**src/hdl/hrhs_pkg.sv**
```systemverilog
package hrhs_pkg;

    localparam int ROUTE_COUNT   = 10;
    localparam int ROUTE_W       = 4;
    localparam int ROUTE_TEXT_MAX = 27;
    localparam int LEN_KEY_SIZE  = 15;
    localparam int CONT_KEY_SIZE = 12;
    localparam int QUEUE_DEPTH   = 4;
    localparam int QUEUE_PTR_W   = 2;
    localparam int QUEUE_CNT_W   = 3;

    localparam logic [ROUTE_W-1:0] ROUTE_NONE = 4'd10;

    localparam logic [0:0] KIND_BYTE  = 1'b0;
    localparam logic [0:0] KIND_START = 1'b1;

    localparam logic [0:0] STATUS_COMPLETE = 1'b0;
    localparam logic [0:0] STATUS_OVERSIZE = 1'b1;

    localparam logic [7:0] CHAR_CR    = 8'h0D;
    localparam logic [7:0] CHAR_LF    = 8'h0A;
    localparam logic [7:0] CHAR_SPACE = 8'h20;
    localparam logic [7:0] CHAR_TAB   = 8'h09;
    localparam logic [7:0] CHAR_ZERO  = 8'h30;
    localparam logic [7:0] CHAR_NINE  = 8'h39;
    localparam logic [7:0] CHAR_UPPER_A = 8'h41;
    localparam logic [7:0] CHAR_UPPER_Z = 8'h5A;
    localparam logic [7:0] CHAR_LOWER_C = 8'h63;
    localparam logic [7:0] CHAR_ONE   = 8'h31;

    localparam logic [8*LEN_KEY_SIZE-1:0]  LEN_KEY  = "content-length:";
    localparam logic [8*CONT_KEY_SIZE-1:0] CONT_KEY = "100-continue";

    // Prefix lengths, in priority order.
    localparam logic [4:0] ROUTE_LEN [ROUTE_COUNT] =
        '{5'd25, 5'd26, 5'd26, 5'd26, 5'd24, 5'd27, 5'd24, 5'd21, 5'd24, 5'd6};

    typedef enum logic [1:0] {
        LEN_SEARCH,
        LEN_BLANKS,
        LEN_DIGITS,
        LEN_DONE
    } len_phase_t;

    typedef struct packed {
        logic       kind;
        logic [7:0] data_byte;
    } item_t;

    typedef struct packed {
        logic                status;
        logic [ROUTE_W-1:0]  route;
        logic [31:0]         body_length;
        logic                expects_continue;
        logic [9:0]          header_length;
    } result_t;

    // One byte after the front has looked at it.
    typedef struct packed {
        logic       kind;
        logic [7:0] data_byte;
        logic [7:0] lower;
        logic       is_digit;
        logic       is_blank;
        logic       is_cr;
        logic       is_lf;
        logic [3:0] digit;
    } class_t;

    // Character p of route prefix r; p must lie below that prefix's length.
    function automatic logic [7:0] route_char(input logic [ROUTE_W-1:0] r,
                                              input logic [4:0] p);
        logic [8*ROUTE_TEXT_MAX-1:0] txt;
        logic [4:0]                  idx;
        unique case (r)
            4'd0:    txt = 216'("POST /api/firmware/upload");
            4'd1:    txt = 216'("GET /api/firmware/download");
            4'd2:    txt = 216'("POST /api/firmware/install");
            4'd3:    txt = 216'("POST /api/firmware/confirm");
            4'd4:    txt = 216'("GET /api/firmware/verify");
            4'd5:    txt = 216'("DELETE /api/firmware/staged");
            4'd6:    txt = 216'("GET /api/firmware/status");
            4'd7:    txt = 216'("GET /api/crash/latest");
            4'd8:    txt = 216'("DELETE /api/crash/latest");
            4'd9:    txt = 216'("GET / ");
            default: txt = '0;
        endcase
        // Strings are right-aligned, so the first character sits highest.
        if (r < ROUTE_NONE)
            idx = ROUTE_LEN[r] - 5'd1 - p;
        else
            idx = '0;
        return txt[8*idx +: 8];
    endfunction

    function automatic logic [7:0] len_key_char(input logic [3:0] p);
        logic [3:0] idx;
        idx = 4'(LEN_KEY_SIZE - 1) - p;
        return LEN_KEY[8*idx +: 8];
    endfunction

    function automatic logic [7:0] cont_key_char(input logic [3:0] p);
        logic [3:0] idx;
        idx = 4'(CONT_KEY_SIZE - 1) - p;
        return CONT_KEY[8*idx +: 8];
    endfunction

endpackage

```
**src/hdl/http_request_header_scanner_top.sv**
```systemverilog
// Scans an HTTP request header one byte per transfer and delivers one result when the
// header ends at CR LF CR LF or reaches HEADER_BUFFER_BYTES - 1 bytes. The block takes one
// item every cycle while item_stall is low; the scan unit does a byte's work in the cycle it
// pops the byte, and the result of a header's last byte passes through the queue and then
// the result register, and is held back while an earlier result is still waiting there.
// A four-entry queue between the classifier and the scan unit lets input keep flowing while a
// result waits to be taken, until the queue is full. A start item clears all scan state; bytes
// after a finished header are dropped until the next start item.
module http_request_header_scanner_top
    import hrhs_pkg::*;
#(
    parameter int HEADER_BUFFER_BYTES = 1024
)
(
    input  logic    clk,
    input  logic    rst_n,
    input  logic    item_valid,
    output logic    item_stall,
    input  item_t   item,
    output logic    result_valid,
    input  logic    result_stall,
    output result_t result
);

    class_t cls;
    class_t head_data;
    logic   queue_full;
    logic   head_valid;
    logic   pop;

    hrhs_front u_front (
        .item (item),
        .cls  (cls)
    );

    hrhs_queue u_queue (
        .clk        (clk),
        .rst_n      (rst_n),
        .push       (item_valid),
        .push_data  (cls),
        .full       (queue_full),
        .pop        (pop),
        .head_valid (head_valid),
        .head_data  (head_data)
    );

    hrhs_back #(
        .HEADER_BUFFER_BYTES (HEADER_BUFFER_BYTES)
    ) u_back (
        .clk          (clk),
        .rst_n        (rst_n),
        .head_valid   (head_valid),
        .head_data    (head_data),
        .pop          (pop),
        .result_valid (result_valid),
        .result_stall (result_stall),
        .result       (result)
    );

    assign item_stall = queue_full;

endmodule

```
**src/hdl/hrhs_front.sv**
```systemverilog
module hrhs_front
    import hrhs_pkg::*;
(
    input  item_t  item,
    output class_t cls
);

    logic [7:0] b;

    assign b = item.data_byte;

    always_comb
    begin
        cls.kind      = item.kind;
        cls.data_byte = b;
        cls.lower     = (b >= CHAR_UPPER_A && b <= CHAR_UPPER_Z) ? b + 8'd32 : b;
        cls.is_digit  = (b >= CHAR_ZERO) && (b <= CHAR_NINE);
        cls.is_blank  = (b == CHAR_SPACE) || (b == CHAR_TAB);
        cls.is_cr     = (b == CHAR_CR);
        cls.is_lf     = (b == CHAR_LF);
        cls.digit     = 4'(b - CHAR_ZERO);
    end

endmodule

```
**src/hdl/hrhs_queue.sv**
```systemverilog
module hrhs_queue
    import hrhs_pkg::*;
(
    input  logic   clk,
    input  logic   rst_n,
    input  logic   push,
    input  class_t push_data,
    output logic   full,
    input  logic   pop,
    output logic   head_valid,
    output class_t head_data
);

    class_t                 entry_reg [QUEUE_DEPTH];
    logic [QUEUE_PTR_W-1:0] wr_ptr_reg;
    logic [QUEUE_PTR_W-1:0] wr_ptr_next;
    logic [QUEUE_PTR_W-1:0] rd_ptr_reg;
    logic [QUEUE_PTR_W-1:0] rd_ptr_next;
    logic [QUEUE_CNT_W-1:0] count_reg;
    logic [QUEUE_CNT_W-1:0] count_next;
    logic                   do_push;
    logic                   do_pop;

    assign full       = (count_reg == QUEUE_CNT_W'(QUEUE_DEPTH));
    assign head_valid = (count_reg != '0);
    assign head_data  = entry_reg[rd_ptr_reg];
    assign do_push    = push && !full;
    assign do_pop     = pop && head_valid;

    always_comb
    begin
        wr_ptr_next = do_push ? wr_ptr_reg + 1'b1 : wr_ptr_reg;
        rd_ptr_next = do_pop ? rd_ptr_reg + 1'b1 : rd_ptr_reg;
        count_next  = count_reg + QUEUE_CNT_W'(do_push) - QUEUE_CNT_W'(do_pop);
    end

    always_ff @(posedge clk or negedge rst_n)
    begin
        if (!rst_n)
        begin
            wr_ptr_reg <= '0;
            rd_ptr_reg <= '0;
            count_reg  <= '0;
        end
        else
        begin
            wr_ptr_reg <= wr_ptr_next;
            rd_ptr_reg <= rd_ptr_next;
            count_reg  <= count_next;
        end
    end

    always_ff @(posedge clk)
    begin
        if (do_push)
        begin
            entry_reg[wr_ptr_reg] <= push_data;
        end
    end

endmodule

```
**src/hdl/hrhs_back.sv**
```systemverilog
module hrhs_back
    import hrhs_pkg::*;
#(
    parameter int HEADER_BUFFER_BYTES = 1024
)
(
    input  logic    clk,
    input  logic    rst_n,
    input  logic    head_valid,
    input  class_t  head_data,
    output logic    pop,
    output logic    result_valid,
    input  logic    result_stall,
    output result_t result
);

    localparam int CNT_W = $clog2(HEADER_BUFFER_BYTES);
    localparam logic [CNT_W-1:0] BYTE_LIMIT = CNT_W'(HEADER_BUFFER_BYTES - 1);

    logic                   scanning_reg;
    logic                   scanning_next;
    logic [CNT_W-1:0]       count_reg;
    logic [CNT_W-1:0]       count_next;
    logic [1:0]             term_reg;
    logic [1:0]             term_next;
    logic [3:0]             len_key_reg;
    logic [3:0]             len_key_next;
    len_phase_t             phase_reg;
    len_phase_t             phase_next;
    logic [31:0]            acc_reg;
    logic [31:0]            acc_next;
    logic [3:0]             cont_key_reg;
    logic [3:0]             cont_key_next;
    logic                   cont_found_reg;
    logic                   cont_found_next;
    logic [ROUTE_COUNT-1:0] alive_reg;
    logic [ROUTE_COUNT-1:0] alive_next;
    logic                   result_valid_reg;
    logic                   result_valid_next;
    result_t                result_reg;
    result_t                result_next;

    logic                   active;
    logic                   done;
    logic [CNT_W+9:0]       pos_wide;
    logic [CNT_W+9:0]       cnt_wide;
    logic [31:0]            acc_times_ten;
    logic [ROUTE_W-1:0]     route_pick;

    // The back takes a queued entry whenever the result register can hold a new result.
    assign pop          = head_valid && (!result_valid_reg || !result_stall);
    assign active       = pop && (head_data.kind == KIND_BYTE) && scanning_reg;
    assign pos_wide     = {10'd0, count_reg};
    assign cnt_wide     = {10'd0, count_next};
    assign acc_times_ten = {acc_reg[28:0], 3'b000} + {acc_reg[30:0], 1'b0};

    // Route prefix elimination, one comparator per prefix.
    always_comb
    begin
        alive_next = alive_reg;
        for (int r = 0; r < ROUTE_COUNT; r++)
        begin
            if (pos_wide < (CNT_W+10)'(ROUTE_LEN[r]) &&
                head_data.data_byte != route_char(ROUTE_W'(r), pos_wide[4:0]))
            begin
                alive_next[r] = 1'b0;
            end
        end
    end

    // Content-length phase sequencing.
    always_comb
    begin
        phase_next   = phase_reg;
        len_key_next = len_key_reg;
        acc_next     = acc_reg;
        unique case (phase_reg)
            LEN_SEARCH:
            begin
                if (head_data.lower == len_key_char(len_key_reg))
                begin
                    if (len_key_reg == 4'(LEN_KEY_SIZE - 1))
                    begin
                        len_key_next = '0;
                        phase_next   = LEN_BLANKS;
                    end
                    else
                    begin
                        len_key_next = len_key_reg + 4'd1;
                    end
                end
                else
                begin
                    len_key_next = (head_data.lower == CHAR_LOWER_C) ? 4'd1 : 4'd0;
                end
            end
            LEN_BLANKS:
            begin
                if (head_data.is_digit)
                begin
                    acc_next   = {28'd0, head_data.digit};
                    phase_next = LEN_DIGITS;
                end
                else if (!head_data.is_blank)
                begin
                    phase_next = LEN_DONE;
                end
            end
            LEN_DIGITS:
            begin
                if (head_data.is_digit)
                    acc_next = acc_times_ten + {28'd0, head_data.digit};
                else
                    phase_next = LEN_DONE;
            end
            LEN_DONE:
            begin
                phase_next = LEN_DONE;
            end
            default:
            begin
                phase_next = LEN_DONE;
            end
        endcase
    end

    // 100-continue search and the CR LF CR LF terminator.
    always_comb
    begin
        cont_key_next   = cont_key_reg;
        cont_found_next = cont_found_reg;
        if (!cont_found_reg)
        begin
            if (head_data.lower == cont_key_char(cont_key_reg))
            begin
                if (cont_key_reg == 4'(CONT_KEY_SIZE - 1))
                begin
                    cont_key_next   = '0;
                    cont_found_next = 1'b1;
                end
                else
                begin
                    cont_key_next = cont_key_reg + 4'd1;
                end
            end
            else
            begin
                cont_key_next = (head_data.lower == CHAR_ONE) ? 4'd1 : 4'd0;
            end
        end

        done = 1'b0;
        if (head_data.is_cr)
        begin
            term_next = (term_reg == 2'd2) ? 2'd3 : 2'd1;
        end
        else if (head_data.is_lf)
        begin
            if (term_reg == 2'd1)
            begin
                term_next = 2'd2;
            end
            else if (term_reg == 2'd3)
            begin
                term_next = term_reg;
                done      = 1'b1;
            end
            else
            begin
                term_next = 2'd0;
            end
        end
        else
        begin
            term_next = 2'd0;
        end
    end

    assign count_next = count_reg + 1'b1;

    // The first surviving prefix that the header is long enough to contain.
    always_comb
    begin
        route_pick = ROUTE_NONE;
        for (int r = ROUTE_COUNT - 1; r >= 0; r--)
        begin
            if (alive_next[r] && cnt_wide >= (CNT_W+10)'(ROUTE_LEN[r]))
                route_pick = ROUTE_W'(r);
        end
    end

    always_comb
    begin
        scanning_next     = scanning_reg;
        result_next       = result_reg;
        result_valid_next = result_valid_reg && result_stall;
        if (active)
        begin
            if (done)
            begin
                scanning_next                = 1'b0;
                result_valid_next            = 1'b1;
                result_next.status           = STATUS_COMPLETE;
                result_next.route            = route_pick;
                result_next.body_length      = acc_next;
                result_next.expects_continue = cont_found_next;
                result_next.header_length    = cnt_wide[9:0];
            end
            else if (count_next >= BYTE_LIMIT)
            begin
                scanning_next                = 1'b0;
                result_valid_next            = 1'b1;
                result_next.status           = STATUS_OVERSIZE;
                result_next.route            = ROUTE_NONE;
                result_next.body_length      = '0;
                result_next.expects_continue = 1'b0;
                result_next.header_length    = '0;
            end
        end
    end

    always_ff @(posedge clk or negedge rst_n)
    begin
        if (!rst_n)
        begin
            scanning_reg     <= 1'b1;
            count_reg        <= '0;
            term_reg         <= '0;
            len_key_reg      <= '0;
            phase_reg        <= LEN_SEARCH;
            acc_reg          <= '0;
            cont_key_reg     <= '0;
            cont_found_reg   <= 1'b0;
            alive_reg        <= '1;
            result_valid_reg <= 1'b0;
        end
        else
        begin
            result_valid_reg <= result_valid_next;
            if (pop && head_data.kind == KIND_START)
            begin
                scanning_reg   <= 1'b1;
                count_reg      <= '0;
                term_reg       <= '0;
                len_key_reg    <= '0;
                phase_reg      <= LEN_SEARCH;
                acc_reg        <= '0;
                cont_key_reg   <= '0;
                cont_found_reg <= 1'b0;
                alive_reg      <= '1;
            end
            else if (active)
            begin
                scanning_reg   <= scanning_next;
                count_reg      <= count_next;
                term_reg       <= term_next;
                len_key_reg    <= len_key_next;
                phase_reg      <= phase_next;
                acc_reg        <= acc_next;
                cont_key_reg   <= cont_key_next;
                cont_found_reg <= cont_found_next;
                alive_reg      <= alive_next;
            end
        end
    end

    always_ff @(posedge clk)
    begin
        result_reg <= result_next;
    end

    assign result_valid = result_valid_reg;
    assign result       = result_reg;

endmodule
```
**config.mk**
```make
export PLATFORM = sky130hd
export DESIGN_NAME = http_request_header_scanner_top
export DESIGN_NICKNAME = d
export VERILOG_FILES = /design/src/hdl/hrhs_pkg.sv /design/src/hdl/http_request_header_scanner_top.sv /design/src/hdl/hrhs_front.sv /design/src/hdl/hrhs_queue.sv /design/src/hdl/hrhs_back.sv
export SDC_FILE = /design/constraint.sdc
export NUM_CORES = 1
export LEC_CHECK = 0
export BUFFER_PORTS_ARGS = -buffer_cell sky130_fd_sc_hd__buf_4
export CAP_MARGIN = 20
export CORE_MARGIN = 10
export CORE_UTILIZATION = 30
export DETAILED_ROUTE_END_ITERATION = 10
export SLEW_MARGIN = 20
export SYNTH_ARGS = -nofsm -noshare
export SYNTH_HDL_FRONTEND = slang
export SYNTH_SLANG_ARGS = --single-unit
```
**constraint.sdc**
```tcl
create_clock -name clk -period 5.75 [get_ports clk]
set_input_delay 0.2875 -clock clk [delete_from_list [all_inputs] [get_ports clk]]
set_output_delay 0.2875 -clock clk [all_outputs]
set_load 0.03 [all_outputs]
```
==> results of run 1 <==
==> metrics by stage <==
stage	hold slack [ns]	std cells	area, µm²
floorplan	-0.00809	1632	15100
global placement	0.123	2302	16200
detailed placement	0.125	2302	16200
CTS	0.00302	2335	16800
global route	0.0151	2335	16800
finish	0.0367	2335	16800
==> Yosys cell counts (12+ instances only) <==
library cell / instances / share of area
sky130_fd_sc_hd__and2_1: 14 / 0.0058
sky130_fd_sc_hd__nand3_1: 48 / 0.016
sky130_fd_sc_hd__a31oi_1: 22 / 0.0091
sky130_fd_sc_hd__o21ai_0: 105 / 0.035
sky130_fd_sc_hd__edfxtp_1: 112 / 0.22
sky130_fd_sc_hd__buf_2: 35 / 0.012
sky130_fd_sc_hd__dfrtp_1: 63 / 0.10
sky130_fd_sc_hd__nor4_1: 13 / 0.0054
sky130_fd_sc_hd__xnor2_1: 84 / 0.049
sky130_fd_sc_hd__a21oi_1: 85 / 0.028
sky130_fd_sc_hd__a21o_1: 23 / 0.011
sky130_fd_sc_hd__nor3_1: 31 / 0.010
sky130_fd_sc_hd__nor2b_1: 29 / 0.012
sky130_fd_sc_hd__inv_1: 48 / 0.012
sky130_fd_sc_hd__a211oi_1: 20 / 0.010
sky130_fd_sc_hd__mux2i_1: 39 / 0.026
sky130_fd_sc_hd__nand2_1: 127 / 0.032
sky130_fd_sc_hd__ha_1: 110 / 0.091
sky130_fd_sc_hd__or3_1: 12 / 0.0050
sky130_fd_sc_hd__o21a_1: 15 / 0.0075
sky130_fd_sc_hd__and3_1: 17 / 0.0071
sky130_fd_sc_hd__nand4_1: 19 / 0.0079
sky130_fd_sc_hd__nand2b_1: 27 / 0.011
sky130_fd_sc_hd__a22o_1: 36 / 0.021
sky130_fd_sc_hd__o31ai_1: 12 / 0.0060
sky130_fd_sc_hd__xor2_1: 23 / 0.013
sky130_fd_sc_hd__nor2_1: 129 / 0.032
sky130_fd_sc_hd__buf_4: 14 / 0.0070
sky130_fd_sc_hd__clkbuf_1: 49 / 0.012
sky130_fd_sc_hd__a22oi_1: 19 / 0.0095
sky130_fd_sc_hd__o211ai_1: 16 / 0.0080
==> kinds of logic after synthesis <==
kind of cell | Yosys count | share of synthesized area
and+or+nand+nor | 513 | 0.171
buffers and inverters | 163 | 0.0500
AOI/OAI and AO/OA | 491 | 0.225
adders and majority gates | 113 | 0.0953
xor gates and xnor gates | 109 | 0.0644
DFF | 186 | 0.347
muxes | 57 | 0.0477
==> placed cells by master (no fill, tap or decap), types with 11 or more instances in the layout <==
| master | instances |
|---|---|
| sky130_fd_sc_hd__o21a_1 | 15 |
| sky130_fd_sc_hd__nor4_1 | 13 |
| sky130_fd_sc_hd__o31ai_1 | 12 |
| sky130_fd_sc_hd__clkbuf_16 | 19 |
| sky130_fd_sc_hd__and2_1 | 14 |
| sky130_fd_sc_hd__xor2_1 | 23 |
| sky130_fd_sc_hd__mux2i_1 | 38 |
| sky130_fd_sc_hd__or3_1 | 12 |
| sky130_fd_sc_hd__nor2_1 | 128 |
| sky130_fd_sc_hd__o211ai_1 | 16 |
| sky130_fd_sc_hd__nand2b_1 | 27 |
| sky130_fd_sc_hd__edfxtp_1 | 112 |
| sky130_fd_sc_hd__dfrtp_1 | 62 |
| sky130_fd_sc_hd__a22oi_1 | 19 |
| sky130_fd_sc_hd__buf_4 | 106 |
| sky130_fd_sc_hd__xnor2_1 | 84 |
| sky130_fd_sc_hd__ha_1 | 110 |
| sky130_fd_sc_hd__nand4_1 | 19 |
| sky130_fd_sc_hd__and3_1 | 17 |
| sky130_fd_sc_hd__dfstp_2 | 11 |
| sky130_fd_sc_hd__o221ai_1 | 11 |
| sky130_fd_sc_hd__a31oi_1 | 22 |
| sky130_fd_sc_hd__a21oi_1 | 84 |
| sky130_fd_sc_hd__o22ai_1 | 11 |
| sky130_fd_sc_hd__nand3_1 | 48 |
| sky130_fd_sc_hd__a21o_1 | 23 |
| sky130_fd_sc_hd__nand2_1 | 127 |
| sky130_fd_sc_hd__nor3_1 | 31 |
| sky130_fd_sc_hd__o21ai_0 | 105 |
| sky130_fd_sc_hd__nor2b_1 | 29 |
| sky130_fd_sc_hd__inv_1 | 48 |
| sky130_fd_sc_hd__a22o_1 | 36 |
| sky130_fd_sc_hd__a211oi_1 | 20 |
==> cell type report <==
type                       instances  area share
sequential                       186       0.312
clock buffer                      19      0.0283
tap                              672      0.0501
clock inverter                    13     0.00716
inverter                          55      0.0123
multi-input combinational       1283       0.542
timing repair buffer             107      0.0480
==> final timing paths <==
path	start	end	cells after the start
setup reg to reg	u_queue.rd_ptr_reg[1]$_DFFE_PN0P_	u_back.result[41]$_SDFFCE_PN0P_	18
min in group asynchronous	rst_n	u_back.count_reg[6]$_DFFE_PN0P_	2
hold / removal	item[8]	u_queue.entry_reg[2][24]$_DFFE_PP_	1
max in group asynchronous	rst_n	u_queue.wr_ptr_reg[1]$_DFFE_PN0P_	3
setup / recovery	u_queue.rd_ptr_reg[1]$_DFFE_PN0P_	u_back.result[41]$_SDFFCE_PN0P_	18
hold reg to reg	u_back.alive_reg[7]$_DFFE_PN1P_	u_back.alive_reg[7]$_DFFE_PN1P_	2
==> power by group through the flow <==
| stage | clock network, W | logic (W) | registers (W) |
|---|---|---|---|
| floorplan | 0 | 0.00314 | 0.00169 |
| global placement | 0 | 0.00419 | 0.00173 |
| detailed placement | 0 | 0.00424 | 0.00174 |
| CTS | 0.00123 | 0.00426 | 0.00171 |
| global route | 0.00129 | 0.00468 | 0.00173 |
| finish | 0.00121 | 0.00434 | 0.00171 |
==> worst max-delay path, stage by stage (launching register included) <==
cell and delay [ns]:
sky130_fd_sc_hd__dfrtp_1 0.47, sky130_fd_sc_hd__buf_4 0.36, sky130_fd_sc_hd__mux2i_1 0.23, sky130_fd_sc_hd__mux2_2 0.42
sky130_fd_sc_hd__inv_1 0.11, sky130_fd_sc_hd__ha_1 0.20, sky130_fd_sc_hd__ha_1 0.21, sky130_fd_sc_hd__inv_1 0.07
sky130_fd_sc_hd__fa_1 0.20, sky130_fd_sc_hd__nor2b_1 0.07, sky130_fd_sc_hd__o31a_1 0.27, sky130_fd_sc_hd__o32ai_1 0.69
sky130_fd_sc_hd__o311ai_0 0.28, sky130_fd_sc_hd__nand3_1 0.17, sky130_fd_sc_hd__o21ai_0 0.09, sky130_fd_sc_hd__a21oi_1 0.25
sky130_fd_sc_hd__a22oi_1 0.14, sky130_fd_sc_hd__xnor2_1 0.17, sky130_fd_sc_hd__o21ai_0 0.10
==> per-layer routing <==
layer  up-vias  global-route usage  routed length [µm]
met1      6506               0.200               20300
li1       6160                   -                   -
met2       512               0.240               21100
met4         2              0.0515                1120
met3        84              0.0323                3330
met5         -                   0                  13
==> impl_summary.md, run 1 <==
GRT
Entering global routing, the biggest net connects 68 pins. The number of global-route vias before repair is 12,800. The total overflow left after global routing is 0. The overall fraction of global-route tracks in use is 0.151. The number of antenna violations at the first check in global routing is 1. The first global-routing pass estimated 72.8 mm of wire.

Die
For this configuration, the core starts out at a cell density of 0.302. In this run the core area contains 82 standard-cell rows. The total area inside the core boundary comes to 0.0499 mm². For this design the top-level I/O count stands at 63. The die outline area is 0.0596 mm². The floorplan die height is 244 µm.

Measured along the x axis, the die boundary spans 244 µm.

Timing
The total of endpoints with negative setup slack in the final report is 0. Across all setup checks in the final design, the least slack found is 0.997 ns. For the pin with the worst max-slew slack, the measured transition is 1.00 ns. The portion of the clock cycle consumed by the worst path in the final layout is 0.827.

Setup repair after global routing left no endpoint under its margin. The final critical-path required period is 4.75 ns. In the final timing run, aggregate negative setup slack is 0 ns. The worst-case headroom to the max-slew limit is 0.332. The total count of hold-check failures in the final report is 0. The clock skew after layout is 0.0169 ns. The fmax is 210 MHz.

The max-slew violation count is 0.

Synth
In this run, synthesis inferred 112 flip-flops with an integrated enable. Counting distinct cell types in the post-synthesis netlist gives 94. The average footprint of a synthesized cell is 9.23 µm². The flip-flop cell with the highest count after synthesis is sky130_fd_sc_hd__edfxtp_1. The post-synthesis register bit count is 186. The warning count from the yosys run is 0.

The share of the Yosys chip area taken by registers is 0.347. When the netlist entered floorplanning its net count stood at 1,758. After synthesis, the share of flip-flops with an asynchronous set or reset is 0.398. The synthesized netlist occupies a cell area of 0.0151 mm². The instance count of the mapped netlist is 1,632.

CTS
In this run the clock root is driven by a sky130_fd_sc_hd__clkbuf_16. The insertion delay to the later sink of the worst-skew pair is 0.47 ns. In this run, CTS created clock tree buffers numbering 17. In this run, post-CTS repair resized a total of 0 instances.

The number of buffers on the longest clock path is 2. The total of hold buffers inserted after clock tree synthesis is 1. After clock tree synthesis, the setup repair step added 0 buffers. The deepest level of the CTS H-tree is 4. The clock sink total is 186. The clock edge transition at the registers on the reported setup and hold paths is 0.08 ns. The TritonCTS clock tree is built.

Drt
In the routed design, unresolved DRC markers number 0. Using the TritonRoute via totals, the vias-per-cell ratio works out to 5.68. The routed design has 45.9 mm of wire. Dividing the detail-routed wire length by the instance count gives 19.6 µm. The number of nets with antenna violations after detailed routing is 0.

For this run, the detailed router's first-pass iteration total came to 5. In this run, the number of DRC markers left after iteration 0 of detailed routing was 1,168. The total vias in the final route is 13,300.

Setup path
Data on the critical path is required at its endpoint by 5.96 ns. The category of the worst setup path capture point is a flip-flop. The startpoint-to-endpoint class of the critical path is reg -> reg. Along the worst path, the maximum fanout reaches 19. The worst setup path is launched from a flip-flop. For the worst setup path, the data arrival time is 4.97 ns. For flop-to-flop paths, the worst setup slack is 1.0 ns.

Pwr
For this design the ratio of total power to cell area is 433 mW/mm². Of the total power, the clock network draws 0.166. Of the total power, the share spent switching nets is 0.482.

Summed over all nets, the switching power comes to 0.00350 W. The share of total power in combinational logic is 0.598. The internal power component is 0.00376 W. Across the VDD grid, the largest voltage drop is 0.000288 V.

Of the total power, registers draw 0.236. The power consumption is 0.00726 W. The leakage power figure is 6.41 nW.

Cells and area
In the final layout, the share of cells above drive strength 1 is 0.124. In the final layout, flip-flops and latches occupy 0.00523 mm². The number of flip-flops under the largest register name is 64. The layout net count is 1,776.

The number of antenna diodes in the final layout is 0. The filler cell count is 5,120. The area of the multi-input gates is 0.00910 mm². Relative to the synthesized area, the layout overhead comes to 11.4%. Measured on the finished design, the core utilization comes to 0.337.

Outcome
The run finished with clean final reports.

Place
The number of I/O port buffers is 62. The routability congestion estimate from global placement is 0.931. Timing analysis after detailed placement gives a worst setup slack of 1.01 ns.

Detailed placement ended at an HPWL of 32.3 mm.

Job
Max-cap violations in this run came to 0.

Worst hold path
The min-delay analysis places its worst path in the category in -> reg.
Note: power is estimated with default switching activity, not from simulation.
==> run 2, diff against run 1 <==
clock period = 4.7 ns   (was 5.75 ns; I/O delays follow)
==> impl_summary.md, run 2 (same netlist as run 1, synthesis figures left out) <==
Pwr
The maximum vdd ir drop is 0.000297 V (was 0.000288 V). The leakage power figure is 6.54 nW (was 6.41 nW). The switching power total is 0.00440 W (was 0.00350 W). The fraction of power consumed by the clock network came to 0.166 (about the same). The share of total power in combinational logic is 0.607 (was 0.598). The power per standard cell area is 536 mW/mm² (was 433 mW/mm²).

The switching fraction of total power was 0.482 (about the same). The internal power component was 0.00472 W (was 0.00376 W). The sequential share of power was 0.227 (was 0.236).

Worst hold path
The worst hold path depth is 1 (unchanged). The hold path startpoint was item[4] (was item[8]). The class of the tightest hold or removal check is in -> reg (unchanged). The sink of the worst hold path is u_queue.entry_reg[0][20]$_DFFE_PP_ (was u_queue.entry_reg[2][24]$_DFFE_PP_).

Timing
The clock skew after layout is 0.0115 ns (was 0.0169 ns). The accumulated negative setup slack was 0 ns (unchanged). RSZ-0062 raised after global routing: false (unchanged). The portion of the clock cycle consumed by the worst path in the final layout is 0.908 (was 0.827).

The total of endpoints with negative setup slack in the final report is 0 (unchanged). The measured slew at the worst slew-check pin is 0.962 ns (was 1.00 ns). The fmax came to 234 MHz (was 210 MHz). The final critical-path required period came to 4.27 ns (was 4.75 ns).

The worst hold slack across all endpoints is 0.0339 ns (was 0.0367 ns). The total count of hold-check failures in the final report is 0 (unchanged). The max-slew violation count is 0 (unchanged).

The worst-case headroom to the max-slew limit is 0.341 (was 0.332).

Die
The horizontal die dimension is 244 µm (unchanged). The starting density of the core is 0.302 (unchanged). The core area came to 0.0499 mm² (unchanged).

The count of boundary I/O pins is 63 (unchanged). The die outline area is 0.0596 mm² (unchanged). The floorplan die height is 244 µm (unchanged). The row count is 82 (unchanged).

Place
The number of I/O port buffers was 62 (unchanged). The number of cells after detailed placement is 2,322 (was 2,302). The total half-perimeter wirelength after legalization and detailed placement came to 33.8 mm (was 32.3 mm). The routability congestion estimate from global placement was 0.953 (was 0.931).

Setup path
The worst path arrival time was 4.48 ns (was 4.97 ns). The nature of the critical path startpoint is a flip-flop (unchanged). The startpoint-to-endpoint class of the critical path is reg -> reg (unchanged).

The beginning of the worst register-to-register path is u_queue.rd_ptr_reg[1]$_DFFE_PN0P_ (unchanged). The category of the worst setup path capture point is a flip-flop (unchanged). The endpoint of the worst-slack reg-to-reg timing path is u_back.result[41]$_SDFFCE_PN0P_ (unchanged). The setup slack on the worst flop-to-flop path was 0.43 ns (was 1.0 ns).

The cell count of the worst reg-to-reg path is 15 (was 18). The largest driver fanout on the critical path is 7 (was 19). The critical path required time was 4.91 ns (was 5.96 ns).

CTS
The deepest level of the CTS H-tree is 4 (unchanged). The number of buffers inserted during clock tree synthesis is 17 (unchanged). The post-CTS setup-driven buffer insertion count was 0 (unchanged). The cell at the root of the clock tree is sky130_fd_sc_hd__clkbuf_16 (unchanged). The insertion delay to the later sink of the worst-skew pair was 0.46 ns (was 0.47 ns).

The clock edge transition at the registers on the reported setup and hold paths is 0.08 ns (about the same). The number of buffers on the longest clock path is 2 (unchanged). The clock sink total is 186 (unchanged). The TritonCTS clock tree is built (unchanged).

Cells and area
The filler cell count is 5,162 (was 5,120). The fraction of final layout cells sized beyond drive strength 1 is 0.134 (was 0.124). The commonest non-fill, non-tap cell in the layout is sky130_fd_sc_hd__nor2_1 (unchanged). Commonest non-fill, non-tap cells in the layout: sky130_fd_sc_hd__nor2_1, sky130_fd_sc_hd__nand2_1, sky130_fd_sc_hd__buf_4, sky130_fd_sc_hd__edfxtp_1, sky130_fd_sc_hd__ha_1 (was sky130_fd_sc_hd__nor2_1, sky130_fd_sc_hd__nand2_1, sky130_fd_sc_hd__edfxtp_1, sky130_fd_sc_hd__ha_1, sky130_fd_sc_hd__buf_4).

The number of flip-flops under the largest register name is 64 (unchanged). The count of non-filler cells in the finished layout was 2,358 (was 2,335). The area of the multi-input gates was 0.00912 mm² (was 0.00910 mm²). The number of antenna cells inserted is 0 (unchanged). The signed area change from the synthesized netlist to the final layout came to 12.9% (was 11.4%).

The area taken by flip-flops and latches is 0.00523 mm² (unchanged). The layout net count is 1,799 (was 1,776). The post-layout utilization of the core was 0.341 (was 0.337).

Outcome
Result of the run: complete, no violations (unchanged).

Drt
The detailed-route DRC error count is 0 (unchanged). The total vias in the final route was 13,200 (was 13,300). The wire length per cell after detailed routing is 19.9 µm (was 19.6 µm).

The detailed-router iteration count before antenna repair came to 6 (was 5). The number of nets with antenna violations after detailed routing was 0 (unchanged). The initial detailed-routing violation count is 1,343 (was 1,168). The via-per-instance ratio was 5.60 (was 5.68). The final wirelength was 47.0 mm (was 45.9 mm).

GRT
The global-route wire length before repair is 74.1 mm (was 72.8 mm). The number of global-route vias before repair is 12,900 (was 12,800). The number of antenna violations at the first check in global routing was 0 (was 1). The total overflow reported by the global router was 0 (unchanged). The overall fraction of global-route tracks in use is 0.155 (was 0.151). The pin count of the biggest net entering global routing was 75 (was 68).

Job
The number of max-capacitance violations reported is 0 (unchanged).
run 2: cell types whose count changed in the layout (fill, tap and decap cells not counted), moves of 2 or more:
cell and delta:
sky130_fd_sc_hd__buf_4 +18, sky130_fd_sc_hd__inv_8 +4, sky130_fd_sc_hd__dlygate4sd3_1 +3, sky130_fd_sc_hd__clkbuf_16 -2, sky130_fd_sc_hd__inv_6 -3, sky130_fd_sc_hd__buf_12 +2
run 2: power groups by stage:
stage | clock [W] | sequential (W) | combinational, W
global route | 0.00162 | 0.00209 | 0.00594
detailed placement | 0 | 0.00210 | 0.00543
floorplan | 0 | 0.00207 | 0.00384
global placement | 0 | 0.00209 | 0.00536
CTS | 0.00156 | 0.00207 | 0.00544
finish | 0.00152 | 0.00207 | 0.00554
run 2: worst max-delay path by stage:
| stage | startpoint | to | slack [ns] | cells past startpoint |
|---|---|---|---|---|
| floorplan | u_queue.rd_ptr_reg[1]$_DFFE_PN0P_ | u_back.result[41]$_SDFFCE_PN0P_ | 0.57 | 20 |
| finish | u_queue.rd_ptr_reg[1]$_DFFE_PN0P_ | u_back.result[41]$_SDFFCE_PN0P_ | 0.43 | 15 |
| detailed placement | u_queue.rd_ptr_reg[1]$_DFFE_PN0P_ | u_back.result[42]$_SDFFCE_PN0P_ | 0.45 | 16 |
| global route | u_queue.rd_ptr_reg[1]$_DFFE_PN0P_ | u_back.result[41]$_SDFFCE_PN0P_ | 0.002 | 15 |
| global placement | u_queue.rd_ptr_reg[1]$_DFFE_PN0P_ | u_back.result[41]$_SDFFCE_PN0P_ | 0.53 | 15 |
| CTS | u_queue.rd_ptr_reg[1]$_DFFE_PN0P_ | u_back.result[41]$_SDFFCE_PN0P_ | 0.42 | 15 |
run 2: timing repair:
item	in CTS	in global routing
hold buffers	4	0
hold endpoints to repair	32	0
gates resized for setup	0	0
run 2: metal layers:
metal  track usage  vias to the layer above  share of wire
li1              -                     6185              -
met4        0.0674                        0          0.036
met5             0                        -              0
met2         0.250                      538           0.46
met1         0.200                     6363           0.44
met3        0.0275                      110          0.066
run 2: final cells by class:
class | count | share of cell area
sequential | 186 | 0.307
clock inverter | 14 | 0.0102
timing repair buffer | 130 | 0.0594
tap | 672 | 0.0494
clock buffer | 18 | 0.0258
inverter | 55 | 0.0121
multi-input combinational | 1283 | 0.536
run 2: stage by stage:
stage	power, W	worst slack, ns	cell area (µm²)
global route	0.00965	0.00208	17000
finish	0.00913	0.431	17000
floorplan	0.00591	0.571	15100
CTS	0.00908	0.422	17000
detailed placement	0.00753	0.450	16400
global placement	0.00745	0.526	16400
run 2: critical path, stage by stage (launching register included):
cell and delay (ns):
sky130_fd_sc_hd__dfrtp_1 0.54, sky130_fd_sc_hd__mux2i_1 0.15, sky130_fd_sc_hd__mux2i_2 0.21, sky130_fd_sc_hd__clkinv_1 0.14, sky130_fd_sc_hd__fa_1 0.55, sky130_fd_sc_hd__fa_1 0.23
sky130_fd_sc_hd__nor2b_1 0.07, sky130_fd_sc_hd__o31a_1 0.27, sky130_fd_sc_hd__o32ai_1 0.65, sky130_fd_sc_hd__o311ai_0 0.28, sky130_fd_sc_hd__nand3_1 0.17, sky130_fd_sc_hd__o21ai_0 0.09
sky130_fd_sc_hd__a21oi_1 0.23, sky130_fd_sc_hd__a22oi_1 0.13, sky130_fd_sc_hd__xnor2_1 0.19, sky130_fd_sc_hd__o21ai_0 0.09
==> run 3, diff against run 2 <==
BUFFER_PORTS_ARGS = -buffer_cell sky130_fd_sc_hd__buf_2   (was -buffer_cell sky130_fd_sc_hd__buf_4)
CTS_BUF_LIST = sky130_fd_sc_hd__clkbuf_4   (was not set)
HOLD_SLACK_MARGIN = 0.05   (was not set)
==> impl_summary.md, run 3 (same netlist as run 1, synthesis figures left out) <==
GRT
The number of global-route vias before repair came to 12,900 (about the same). The pin count of the biggest net entering global routing is 53 (was 75). The number of antenna violations at the first check in global routing is 1 (was 0). The overall fraction of global-route tracks in use came to 0.153 (was 0.155). The global-route wire length before repair is 73.6 mm (was 74.1 mm). The total overflow reported by the global router is 0 (unchanged).

Setup path
The slowest library cell on the worst path is sky130_fd_sc_hd__o32ai_1 (unchanged). The cell type group with the largest total delay on the critical path is compound AO/OA/AOI/OAI gates (unchanged). The startpoint-to-endpoint class of the critical path is reg -> reg (unchanged).

The stage delay of the slowest cell on the critical path is 0.70 ns (was 0.65 ns). The largest driver fanout on the critical path is 5 (was 7). The worst path arrival time is 4.75 ns (was 4.48 ns). The category of the worst setup path capture point is a flip-flop (unchanged). The path length in cells of the critical path is 18 (was 15). The buffer and inverter count on the worst path is 3 (was 1). Crit path cell chain: buf_4, mux2i_1, mux2_2, inv_1, ha_1, ha_1, inv_1, fa_1, nor2b_1, o31a_1, o32ai_1, o311ai_1, nand3_1, o21ai_0, a21oi_1, a22oi_1, xnor2_1, o21ai_0 (was mux2i_1, mux2i_2, clkinv_1, fa_1, fa_1, nor2b_1, o31a_1, o32ai_1, o311ai_0, nand3_1, o21ai_0, a21oi_1, a22oi_1, xnor2_1, o21ai_0). The cell count of the worst reg-to-reg path is 18 (was 15). The nature of the critical path startpoint is a flip-flop (unchanged).

The critical path required time is 5.13 ns (was 4.91 ns).

Pwr
The sequential share of power is 0.244 (was 0.227). The power per standard cell area came to 509 mW/mm² (was 536 mW/mm²). The power consumption was 0.00848 W (was 0.00913 W). The switching power total is 0.00430 W (was 0.00440 W). The internal power component was 0.00419 W (was 0.00472 W). The leakage power figure came to 6.35 nW (was 6.54 nW). The share of total power in combinational logic is 0.648 (was 0.607).

The fraction of power consumed by the clock network came to 0.109 (was 0.166). The switching fraction of total power was 0.506 (was 0.482). The maximum vdd ir drop is 0.000251 V (was 0.000297 V).

CTS
The cell at the root of the clock tree is sky130_fd_sc_hd__clkbuf_4 (was sky130_fd_sc_hd__clkbuf_16). The post-CTS setup-driven buffer insertion count is 0 (unchanged). The insertion delay to the later sink of the worst-skew pair was 0.66 ns (was 0.46 ns). The TritonCTS clock tree was built (unchanged). The number of buffers on the longest clock path came to 2 (unchanged). The clock sink total is 186 (unchanged).

The clock edge transition at the registers on the reported setup and hold paths is 0.18 ns (was 0.08 ns). The deepest level of the CTS H-tree is 4 (unchanged). The number of buffers inserted during clock tree synthesis is 17 (unchanged).

Outcome
Result of the run: complete, no violations (unchanged).

Worst hold path
The class of the tightest hold or removal check is in -> async (was in -> reg).

Die
The count of boundary I/O pins was 63 (unchanged). The row count was 82 (unchanged). The die outline area was 0.0596 mm² (unchanged). The floorplan die height was 244 µm (unchanged). The core area was 0.0499 mm² (unchanged). The horizontal die dimension is 244 µm (unchanged). The starting density of the core is 0.302 (unchanged).

Timing
The total count of hold-check failures in the final report is 0 (unchanged). The fmax is 232 MHz (was 234 MHz). RSZ-0062 raised after global routing: false (unchanged). The clock skew after layout is 0.0328 ns (was 0.0115 ns). The measured slew at the worst slew-check pin is 1.09 ns (was 0.962 ns). The portion of the clock cycle consumed by the worst path in the final layout is 0.919 (was 0.908). The worst hold slack across all endpoints came to 0.178 ns (was 0.0339 ns). The max-slew violation count came to 0 (unchanged). The worst-case headroom to the max-slew limit was 0.266 (was 0.341). The total of endpoints with negative setup slack in the final report is 0 (unchanged). The accumulated negative setup slack is 0 ns (unchanged).

The final critical-path required period is 4.32 ns (was 4.27 ns).

Drt
The wire length per cell after detailed routing was 19.6 µm (was 19.9 µm). The number of nets with antenna violations after detailed routing is 0 (unchanged). The initial detailed-routing violation count is 1,389 (was 1,343). The detailed-router iteration count before antenna repair is 8 (was 6). The detailed-route DRC error count is 0 (unchanged). The total vias in the final route is 13,200 (about the same). The final wirelength is 46.5 mm (was 47.0 mm). The via-per-instance ratio is 5.57 (was 5.60).

Cells and area
The filler cell count came to 5,123 (was 5,162). The layout net count is 1,809 (was 1,799). The number of flip-flops under the largest register name is 64 (unchanged). The fraction of final layout cells sized beyond drive strength 1 came to 0.134 (about the same). The area taken by flip-flops and latches is 0.00523 mm² (unchanged). Commonest non-fill, non-tap cells in the layout: sky130_fd_sc_hd__nor2_1, sky130_fd_sc_hd__nand2_1, sky130_fd_sc_hd__edfxtp_1, sky130_fd_sc_hd__ha_1, sky130_fd_sc_hd__o21ai_0 (was sky130_fd_sc_hd__nor2_1, sky130_fd_sc_hd__nand2_1, sky130_fd_sc_hd__buf_4, sky130_fd_sc_hd__edfxtp_1, sky130_fd_sc_hd__ha_1). The post-layout utilization of the core is 0.334 (was 0.341).

The signed area change from the synthesized netlist to the final layout is 10.6% (was 12.9%). The area of the multi-input gates is 0.00912 mm² (about the same). The commonest non-fill, non-tap cell in the layout was sky130_fd_sc_hd__nor2_1 (unchanged).

The count of non-filler cells in the finished layout is 2,373 (was 2,358).

Place
The number of I/O port buffers is 62 (unchanged). The number of cells after detailed placement is 2,323 (was 2,322). The routability congestion estimate from global placement is 0.949 (was 0.953). The total half-perimeter wirelength after legalization and detailed placement came to 33.4 mm (was 33.8 mm).

Job
The number of max-capacitance violations reported is 0 (unchanged).
-- run 3: changes by cell type in the layout (fill, tap and decap cells not counted), sizes merged, moves of 2 or more --
cell	before	now
dlygate4sd3	4	12
clkinv	8	10
buf	126	128
diode	0	5
-- run 3: through the flow --
stage,worst slack (ns),area (µm²)
2_1_floorplan,0.571,15100
3_3_place_gp,0.482,16200
4_1_cts,0.332,16600
6_report,0.382,16700
5_1_grt,0.0757,16700
3_5_place_dp,0.374,16200
-- run 3: what timing repair did --
| action | in CTS | in global routing |
|---|---|---|
| resized for setup | 0 | 1 |
| endpoints found under the setup margin | 0 | 1 |
| hold endpoints to repair | 87 | 0 |
| hold buffers | 13 | 0 |
-- run 3: power groups by stage --
stage	logic (W)	registers, W	clock network [W]
5_1_grt	0.00594	0.00209	0.00102
4_1_cts	0.00541	0.00207	0.000954
3_5_place_dp	0.00538	0.00210	0
6_report	0.00550	0.00207	0.000921
3_3_place_gp	0.00532	0.00209	0
2_1_floorplan	0.00384	0.00207	0
-- run 3: worst paths after layout --
path / start / slack [ns] / endpoint
worst max-delay path: u_queue.rd_ptr_reg[1]$_DFFE_PN0P_ / 0.38 / u_back.result[41]$_SDFFCE_PN0P_
worst min-delay path: rst_n / 0.18 / u_back.alive_reg[9]$_DFFE_PN1P_
worst max register to register: u_queue.rd_ptr_reg[1]$_DFFE_PN0P_ / 0.38 / u_back.result[41]$_SDFFCE_PN0P_
worst min register to register: u_back.alive_reg[7]$_DFFE_PN1P_ / 0.47 / u_back.alive_reg[7]$_DFFE_PN1P_
max in group asynchronous: rst_n / 3.85 / u_queue.count_reg[0]$_DFF_PN0_
min in group clk: result_stall / 0.34 / u_back.result_valid$_DFF_PN0_
-- run 3: worst register-to-register path: cells and delay by family (launching register included) --
kind                     cells  cell delay [ns]
adder cells (fa/ha/maj)      3             0.71
flip-flops                   1             0.45
AND/OR/NAND/NOR              2             0.23
XOR/XNOR                     1             0.18
buffers and inverters        3             0.32
AO/OA/AOI/OAI                7             1.77
multiplexers                 2             0.42
-- run 3: layout make-up --
type                            count  area share
Multi-Input combinational cell   1283       0.547
Clock buffer                       17     0.00766
Inverter                           55      0.0124
Timing Repair Buffer              140      0.0580
Clock inverter                     15      0.0101
Tap cell                          672      0.0504
Sequential cell                   186       0.314
Antenna cell                        5    0.000751
-- run 3: per-layer routing --
metal / up-vias / track usage / share of wire
met5: - / 0 / 0
li1: 6233 / - / -
met1: 6408 / 0.196 / 0.44
met2: 473 / 0.245 / 0.46
met3: 99 / 0.0379 / 0.072
met4: 0 / 0.0533 / 0.032
